==> config.mk <==
export PLATFORM = sky130hd
export DESIGN_NAME = euq_cordic
export DESIGN_NICKNAME = d
export VERILOG_FILES = /design/src/rtl/core/euler_to_quaternion_defines.svh /design/src/rtl/core/euq_pkg.sv /design/src/rtl/core/euq_cordic.sv
export SDC_FILE = /design/constraint.sdc
export NUM_CORES = 2
export LEC_CHECK = 0
export BUFFER_PORTS_ARGS = -buffer_cell sky130_fd_sc_hd__buf_2
export CAP_MARGIN = 20
export CORE_MARGIN = 3
export CORE_UTILIZATION = 60
export CTS_CLUSTER_SIZE = 30
export DETAILED_ROUTE_END_ITERATION = 12
export GPL_TIMING_DRIVEN = 0
export PLACE_DENSITY = 0.85
export SYNTH_ARGS = -nofsm -noshare
export SYNTH_HDL_FRONTEND = slang
export SYNTH_SLANG_ARGS = --single-unit
export TNS_END_PERCENT = 50
==> constraint.sdc <==
create_clock -name clk_i -period 4.8 [get_ports clk_i]
set_input_delay 0.96 -clock clk_i [delete_from_list [all_inputs] [get_ports clk_i]]
set_output_delay 0.96 -clock clk_i [all_outputs]
set_load 0.005 [all_outputs]
==> src/rtl/core/euler_to_quaternion_defines.svh <==
// Assertion helpers for the Euler-to-quaternion block.
`ifndef EULER_TO_QUATERNION_DEFINES_SVH
`define EULER_TO_QUATERNION_DEFINES_SVH

// Consequent must hold in the same cycle as the antecedent.
`define EUQ_ASSERT_NOW(lbl, clk, rst_n, ante, cons, msg) \
  lbl: assert property (@(posedge clk) disable iff (!rst_n) (ante) |-> (cons)) \
    else $error(msg);

// Consequent must hold in the cycle after the antecedent.
`define EUQ_ASSERT_NEXT(lbl, clk, rst_n, ante, cons, msg) \
  lbl: assert property (@(posedge clk) disable iff (!rst_n) (ante) |=> (cons)) \
    else $error(msg);

`endif

==> src/rtl/core/euq_pkg.sv <==
package euq_pkg;

  localparam int ANGLE_BITS_DEF = 16;
  localparam int OUT_BITS_DEF   = 16;

  // CORDIC lane: phase word is 2^32 units per turn, datapath one bit wider
  localparam int PHASE_BITS    = 32;
  localparam int CORDIC_W      = PHASE_BITS + 1;
  localparam int CORDIC_STAGES = 16;
  localparam int LANE_STAGES   = CORDIC_STAGES + 1;  // iterations + round/clamp
  localparam int MUL_STAGES    = 5;

  // inverse CORDIC gain, Q.30
  localparam int CORDIC_X0 = 652032874;

  // atan(2^-i) in phase units
  localparam logic signed [CORDIC_W-1:0] ATAN_PHASE [CORDIC_STAGES] = '{
    33'sd536870912, 33'sd316933406, 33'sd167458907, 33'sd85004756,
    33'sd42667331,  33'sd21354465,  33'sd10679838,  33'sd5340245,
    33'sd2670163,   33'sd1335087,   33'sd667544,    33'sd333772,
    33'sd166886,    33'sd83443,     33'sd41722,     33'sd20861
  };

endpackage

==> src/rtl/core/euq_cordic.sv <==
// One CORDIC lane: sine and cosine of half an angle, one iteration per stage.
module euq_cordic #(
  parameter int ANGLE_BITS = euq_pkg::ANGLE_BITS_DEF,
  parameter int OUT_BITS   = euq_pkg::OUT_BITS_DEF
) (
  input  logic                               clk_i,
  input  logic [euq_pkg::LANE_STAGES-1:0]    en_i,
  input  logic signed [ANGLE_BITS-1:0]       angle_i,
  output logic signed [OUT_BITS-1:0]         sin_o,
  output logic signed [OUT_BITS-1:0]         cos_o
);
  import euq_pkg::*;

  localparam int FRAC = OUT_BITS - 1;
  localparam int SH   = 32 - OUT_BITS;   // Q.31 -> Q1.FRAC
  localparam int RW   = CORDIC_W + 2;
  localparam logic signed [RW-1:0] RND = RW'((64'd1 << SH) >> 1);
  localparam logic signed [RW-1:0] LIM = RW'((64'd1 << FRAC) - 64'd1);
  localparam logic signed [CORDIC_W-1:0] X0 = CORDIC_W'(CORDIC_X0);

  logic signed [ANGLE_BITS-1:0] half;
  logic [PHASE_BITS-1:0]        phase;
  logic signed [CORDIC_W-1:0]   z0;

  logic signed [CORDIC_W-1:0] x_q [CORDIC_STAGES];
  logic signed [CORDIC_W-1:0] y_q [CORDIC_STAGES];
  logic signed [CORDIC_W-1:0] z_q [CORDIC_STAGES-1];
  logic signed [OUT_BITS-1:0] sin_q, cos_q;

  // Q.30 -> Q1.FRAC, round half up, clamp symmetric
  function automatic logic signed [OUT_BITS-1:0] to_q(input logic signed [CORDIC_W-1:0] v);
    logic signed [RW-1:0] s;
    logic signed [RW-1:0] r;
    s = $signed({v[CORDIC_W-1], v, 1'b0}) + RND;
    r = s >>> SH;
    if (r > LIM) begin
      r = LIM;
    end else if (r < -LIM) begin
      r = -LIM;
    end
    return r[OUT_BITS-1:0];
  endfunction

  assign half  = angle_i >>> 1;
  assign phase = PHASE_BITS'({half, {PHASE_BITS{1'b0}}} >> ANGLE_BITS);
  assign z0    = {phase[PHASE_BITS-1], phase};

  for (genvar i = 0; i < CORDIC_STAGES; i++) begin : g_stage
    logic signed [CORDIC_W-1:0] xin, yin, zin;
    logic signed [CORDIC_W-1:0] xd, yd;

    if (i == 0) begin : g_first
      assign xin = X0;
      assign yin = '0;
      assign zin = z0;
    end else begin : g_next
      assign xin = x_q[i-1];
      assign yin = y_q[i-1];
      assign zin = z_q[i-1];
    end

    // rotate forward while residual phase is non-negative
    assign xd = zin[CORDIC_W-1] ? xin + (yin >>> i) : xin - (yin >>> i);
    assign yd = zin[CORDIC_W-1] ? yin - (xin >>> i) : yin + (xin >>> i);

    always_ff @(posedge clk_i) begin
      if (en_i[i]) begin
        x_q[i] <= xd;
        y_q[i] <= yd;
      end
    end

    if (i < CORDIC_STAGES - 1) begin : g_phase
      always_ff @(posedge clk_i) begin
        if (en_i[i]) begin
          z_q[i] <= zin[CORDIC_W-1] ? zin + ATAN_PHASE[i] : zin - ATAN_PHASE[i];
        end
      end
    end
  end

  always_ff @(posedge clk_i) begin
    if (en_i[CORDIC_STAGES]) begin
      sin_q <= to_q(y_q[CORDIC_STAGES-1]);
      cos_q <= to_q(x_q[CORDIC_STAGES-1]);
    end
  end

  assign sin_o = sin_q;
  assign cos_o = cos_q;

endmodule
* Word level (Yosys, flattened, before mapping) *
Memory sizes are Yosys's and may differ from the RTL's.
Index checks and enable logic that the tools add are counted.

storage, ports and cells
  bits in registers = 32
  bits in writable memories = 1551
  bits of input ports = 34
  word-level logic and storage cells = 185
  memories kept = 3

memories
  name  words  width  rd ports  clocked after memory_dff  wr ports  line              text
  x_q   16     33     16        0                         16        euq_cordic.sv:25  logic signed [CORDIC_W-1:0] x_q [CORDIC_STAGES];
  y_q   16     33     16        0                         16        euq_cordic.sv:26  logic signed [CORDIC_W-1:0] y_q [CORDIC_STAGES];
  z_q   15     33     15        0                         15        euq_cordic.sv:27  logic signed [CORDIC_W-1:0] z_q [CORDIC_STAGES-1];

operators by class
  $add $sub $neg = 92
  $lt $le $gt $ge = 4
  muxes and demuxes = 80
  reductions and logical operators = 2

operators by type and width
  cell                                             number
  2-to-1 mux 33 bit                                46
  adder 34 x 17 -> 35 bit (second input constant)  2
  adder 33 x 18 -> 33 bit                          2
  adder 33 x 19 -> 33 bit                          2
  adder 33 x 20 -> 33 bit                          2
  adder 33 x 21 -> 33 bit                          2
  adder 33 x 22 -> 33 bit                          2
  adder 33 x 23 -> 33 bit                          2
  adder 33 x 24 -> 33 bit                          2
  adder 33 x 25 -> 33 bit                          2
  adder 33 x 26 -> 33 bit                          2
  adder 33 x 27 -> 33 bit                          2
  adder 33 x 28 -> 33 bit                          2
  adder 33 x 29 -> 33 bit                          2
  adder 33 x 30 -> 33 bit                          2
  adder 33 x 31 -> 33 bit                          2
  adder 33 x 32 -> 33 bit                          2
  subtractor 33 x 18 -> 33 bit                     2
  subtractor 33 x 19 -> 33 bit                     2
  subtractor 33 x 20 -> 33 bit                     2
  subtractor 33 x 21 -> 33 bit                     2
  subtractor 33 x 22 -> 33 bit                     2
  subtractor 33 x 23 -> 33 bit                     2
  subtractor 33 x 24 -> 33 bit                     2
  other kinds (43)                                 86

* Depth between registers and ports, before layout *
An unclocked memory read counts as a cell.

  depth in word-level cells = 4
  depth in mapped cells = 21

* Worst setup path before layout *
Ideal clock, no wire load.

  path type = register -> register
  start = mem y_q[1][182] (netlist bit)
  end = mem x_q[1][230] (netlist bit), data pin
  arrival = 4.202 ns
  slack = 0.338 ns
  cell stages (with the launch flop) = 20
  buffers on the path = 0
  cell sequence = edfxtp_1 > nor3_1 > nand2_1 > or3_1 > nor4_1 > nand2b_1 > o41ai_1 > xnor2_1 > ha_1 > a21o_1 > a21o_1 > a21o_1 > a221o_1 > o21ai_0 > o21ai_0 > o21ai_0 > o21ai_0 > o21a_1 > nor2_1 > xnor2_1

RTL lines
  what         line
  from (decl)  euq_cordic.sv:26
  to (decl)    euq_cordic.sv:25

==> summary.txt <==
CTS
  • TritonCTS clock tree: yes
  • Worst-Skew Late Latency: 0.83 ns
  • Clock buffer depth: 3
  • # H-tree levels: 4
  • Clock slew at reported path FFs: 0.06 ns
  • CTS root buffer: clkbuf_16
  • TritonCTS Buffers: 155
  • Sink Count: 1387
  • CTS Hold Buffers Added: 0

Timing
  • Max Freq: 206 MHz
  • Hold Violations, Final: 0
  • Slew Viols, Final: 0
  • Min Hold Slack: 0.290 ns
  • Final Critical Period: 4.85 ns
  • Worst-Margin Slew: 0.909 ns
  • RSZ-0062 raised after global routing: yes
  • Final WS setup: -0.0523 ns
  • Headroom to the max-slew limit: 0.391
  • Final period utilization: 1.01
  • Final setup viols: 1
  • Skew final: 0.0404 ns

Worst setup path
  • FF-to-FF Start: y_q[0][208]$_DFFE_PP_
  • CP arrival: 5.39 ns
  • CP endpoint kind: flip-flop
  • Critical Path End: x_q[0][262]$_DFFE_PP_
  • CP Class: reg -> reg
  • WP data required: 5.34 ns
  • Reg-to-reg critical path endpoint: x_q[0][262]$_DFFE_PP_
  • Startpoint types: flip-flop
  • Crit path from: y_q[0][208]$_DFFE_PP_
  • Cell-by-cell listing of the critical path: nor3_2 -> nand2b_1 -> nor4_4 -> nand3b_1 -> buf_4 -> o41ai_4 -> xnor2_1 -> ha_2 -> nand2_2 -> o22ai_2 -> a311o_1 -> a21oi_2 -> a21o_1 -> o21ai_2 -> a41o_1 -> o41a_1 -> a21o_1 -> a21oi_2 -> xnor2_2
  • Slowest stage cell, crit path: edfxtp_1
  • CP max FO: 6
  • Reg2Reg Setup Slack: -0.05 ns
  • R2r worst-path depth: 19
  • Crit path largest cell delay: 0.42 ns

Job
  • Max cap viols: 0

GRT
  • Largest net degree at the start of global routing: 80
  • All-Layer GR Usage: 0.303
  • Vias in the first global route: 91250
  • Total grt overflow: 0
  • Global-route wire length before repair: 488000 µm
  • Initial antenna violation count: 3

Floorplanning
  • Die Span X: 448 µm
  • Starting density of the core: 0.606
  • Core area: 0.193 mm²
  • Die H: 448 µm
  • Ports: 66
  • Die area: 0.200 mm²
  • Row Count: 161

Yosys
  • Synthesized cell area: 0.117 mm²
  • Number of synthesized register bits: 1387
  • Post-synth EDFFs: 1387
  • Synth Net Count: 13573
  • Post-synthesis sequential area ratio: 0.356
  • Syn Inst Count: 12153
  • Post-synth top area cell: edfxtp_1
  • Synthesis Warnings: 0
  • Avg Inst Size Synth: 9.63 µm²
  • Synth cell types: 104
  • Largest cells by area after synthesis: edfxtp_1 (36%), ha_1 (14%), xnor2_1 (8.1%)
  • Synth top area share: 0.356
  • Ys async rst share: 0
  • Synth Flop Type: edfxtp_1

Route
  • Remaining DRCs: 0
  • Initial DRC Count: 8318
  • Via count: 95354
  • DR vias/cell: 6.26
  • Initial DRT Pass Iterations: 7
  • Final WL: 315000 µm
  • Final ANT Viol Nets: 0
  • DR WL/cell: 20.7 µm

Finish
  • Fillers: 14778
  • Most common cell after layout, fill and taps aside: edfxtp_1
  • Fin nets: 13986
  • Most frequent cells in the layout: edfxtp_1 (1387), ha_1 (1336), a21oi_1 (1317)
  • Area growth syn-to-layout: 10.7%
  • Share of layout cells above drive strength 1: 0.0787

Placed design
  • Placer Congestion: 1.01
  • HPWL Detailed: 243000 µm
  • Dpl ws: -1.77 ns
  • Port Buf Inserts: 64

Outcome
  • Failing checks: setup timing
  • Status: finished with violations

Min path
  • Hold Path Depth: 1
  • HP Class: in -> reg
[cells by family after synthesis]
family | share of synthesized area
xor+xnor | 0.130
compound gates | 0.199
fa+ha+maj | 0.151
buf+inv | 0.0208
simple gates | 0.132
mux | 0.0112
flops | 0.356
[final cells by class]
cell class | instances | area (µm²) | area share
Multi-Input combinational cell | 10119 | 74800 | 0.577
Timing Repair Buffer | 259 | 2180 | 0.0168
Sequential cell | 1387 | 41600 | 0.321
Antenna cell | 4 | 10.0 | 0.0000772
Buffer | 177 | 823 | 0.00635
Inverter | 461 | 1770 | 0.0136
Tap cell | 2526 | 3160 | 0.0244
Clock buffer | 174 | 3950 | 0.0305
Timing Repair inverter | 6 | 30.0 | 0.000232
Clock inverter | 110 | 1260 | 0.00969
[sequential cells by signal (all words and copies together), names as in the netlist]
| signal | count |
|---|---|
| y_q | 482 |
| sin_o | 16 |
| z_q | 417 |
| cos_o | 16 |
| x_q | 456 |
[per-layer routing]
layer	part of all wire	GRT usage	vias up
met2	0.48	0.514	3247
met4	0.045	0.126	0
met5	0	0	-
met3	0.060	0.0444	724
li1	-	-	46035
met1	0.42	0.386	45348
[timing repair]
| item | CTS | global route |
|---|---|---|
| pin swaps | 4 | 72 |
| setup endpoints to repair | 539 | 154 |
| buffers inserted | 39 | 138 |
| gates cloned | 6 | 0 |
| resized for setup | 185 | 292 |
[worst max-delay path: cells and delay by family (launching register included)]
kind / cells / cell delay, ns
DFF: 1 / 0.42
buffers and inverters: 1 / 0.23
AOI/OAI and AO/OA: 10 / 2.14
adders and majority gates: 1 / 0.34
and+or+nand+nor: 5 / 1.08
xor gates and xnor gates: 2 / 0.34
[cells in the mapped netlist, types with 39 or more instances]
| cell | n |
|---|---|
| a211oi_1 | 125 |
| a21boi_0 | 50 |
| a21o_1 | 642 |
| a21oi_1 | 1337 |
| a31oi_1 | 116 |
| and2_1 | 71 |
| and3_1 | 121 |
| buf_1 | 41 |
| clkbuf_1 | 141 |
| edfxtp_1 | 1387 |
| fa_1 | 39 |
| ha_1 | 1347 |
| inv_1 | 458 |
| mux2_2 | 47 |
| mux2i_1 | 77 |
| nand2_1 | 558 |
| nand2b_1 | 211 |
| nand3_1 | 219 |
| nand4_1 | 94 |
| nor2_1 | 1114 |
| nor2b_1 | 178 |
| nor3_1 | 344 |
| nor3b_1 | 50 |
| nor4_1 | 74 |
| o211ai_1 | 57 |
| o21a_1 | 208 |
| o21ai_0 | 543 |
| o21bai_1 | 143 |
| o31ai_1 | 44 |
| o41ai_1 | 44 |
| or3_1 | 47 |
| xnor2_1 | 1089 |
| xor2_1 | 653 |
[stage by stage]
stage | std cells | TNS, ns | cell area, µm² | util
6_report | 15223 | -0.0523 | 130000 | 0.671
3_5_place_dp | 14761 | -215.59 | 121000 | 0.626
3_3_place_gp | 14743 | -209.92 | 121000 | 0.624
2_1_floorplan | 12153 | 0 | 117000 | -
4_1_cts | 15087 | -0.0324 | 127000 | 0.659
5_1_grt | 15220 | -1.43 | 130000 | 0.671
[how the worst min path moves through the flow]
stage                               startpoint                    end  slack [ns]
after CTS                           angle_i[6]   z_q[0][21]$_DFFE_PP_        0.24
after global routing                angle_i[6]   z_q[0][21]$_DFFE_PP_        0.25
after floorplan           z_q[0][67]$_DFFE_PP_  z_q[0][100]$_DFFE_PP_        0.40
after global placement    z_q[0][67]$_DFFE_PP_  z_q[0][100]$_DFFE_PP_        0.40
after detailed placement  z_q[0][67]$_DFFE_PP_  z_q[0][100]$_DFFE_PP_        0.41
final                               angle_i[5]   z_q[0][20]$_DFFE_PP_        0.29
Power is left out: the tool's default activity adds up to more than one toggle a clock period on the data nets, which glitch-free logic cannot reach.
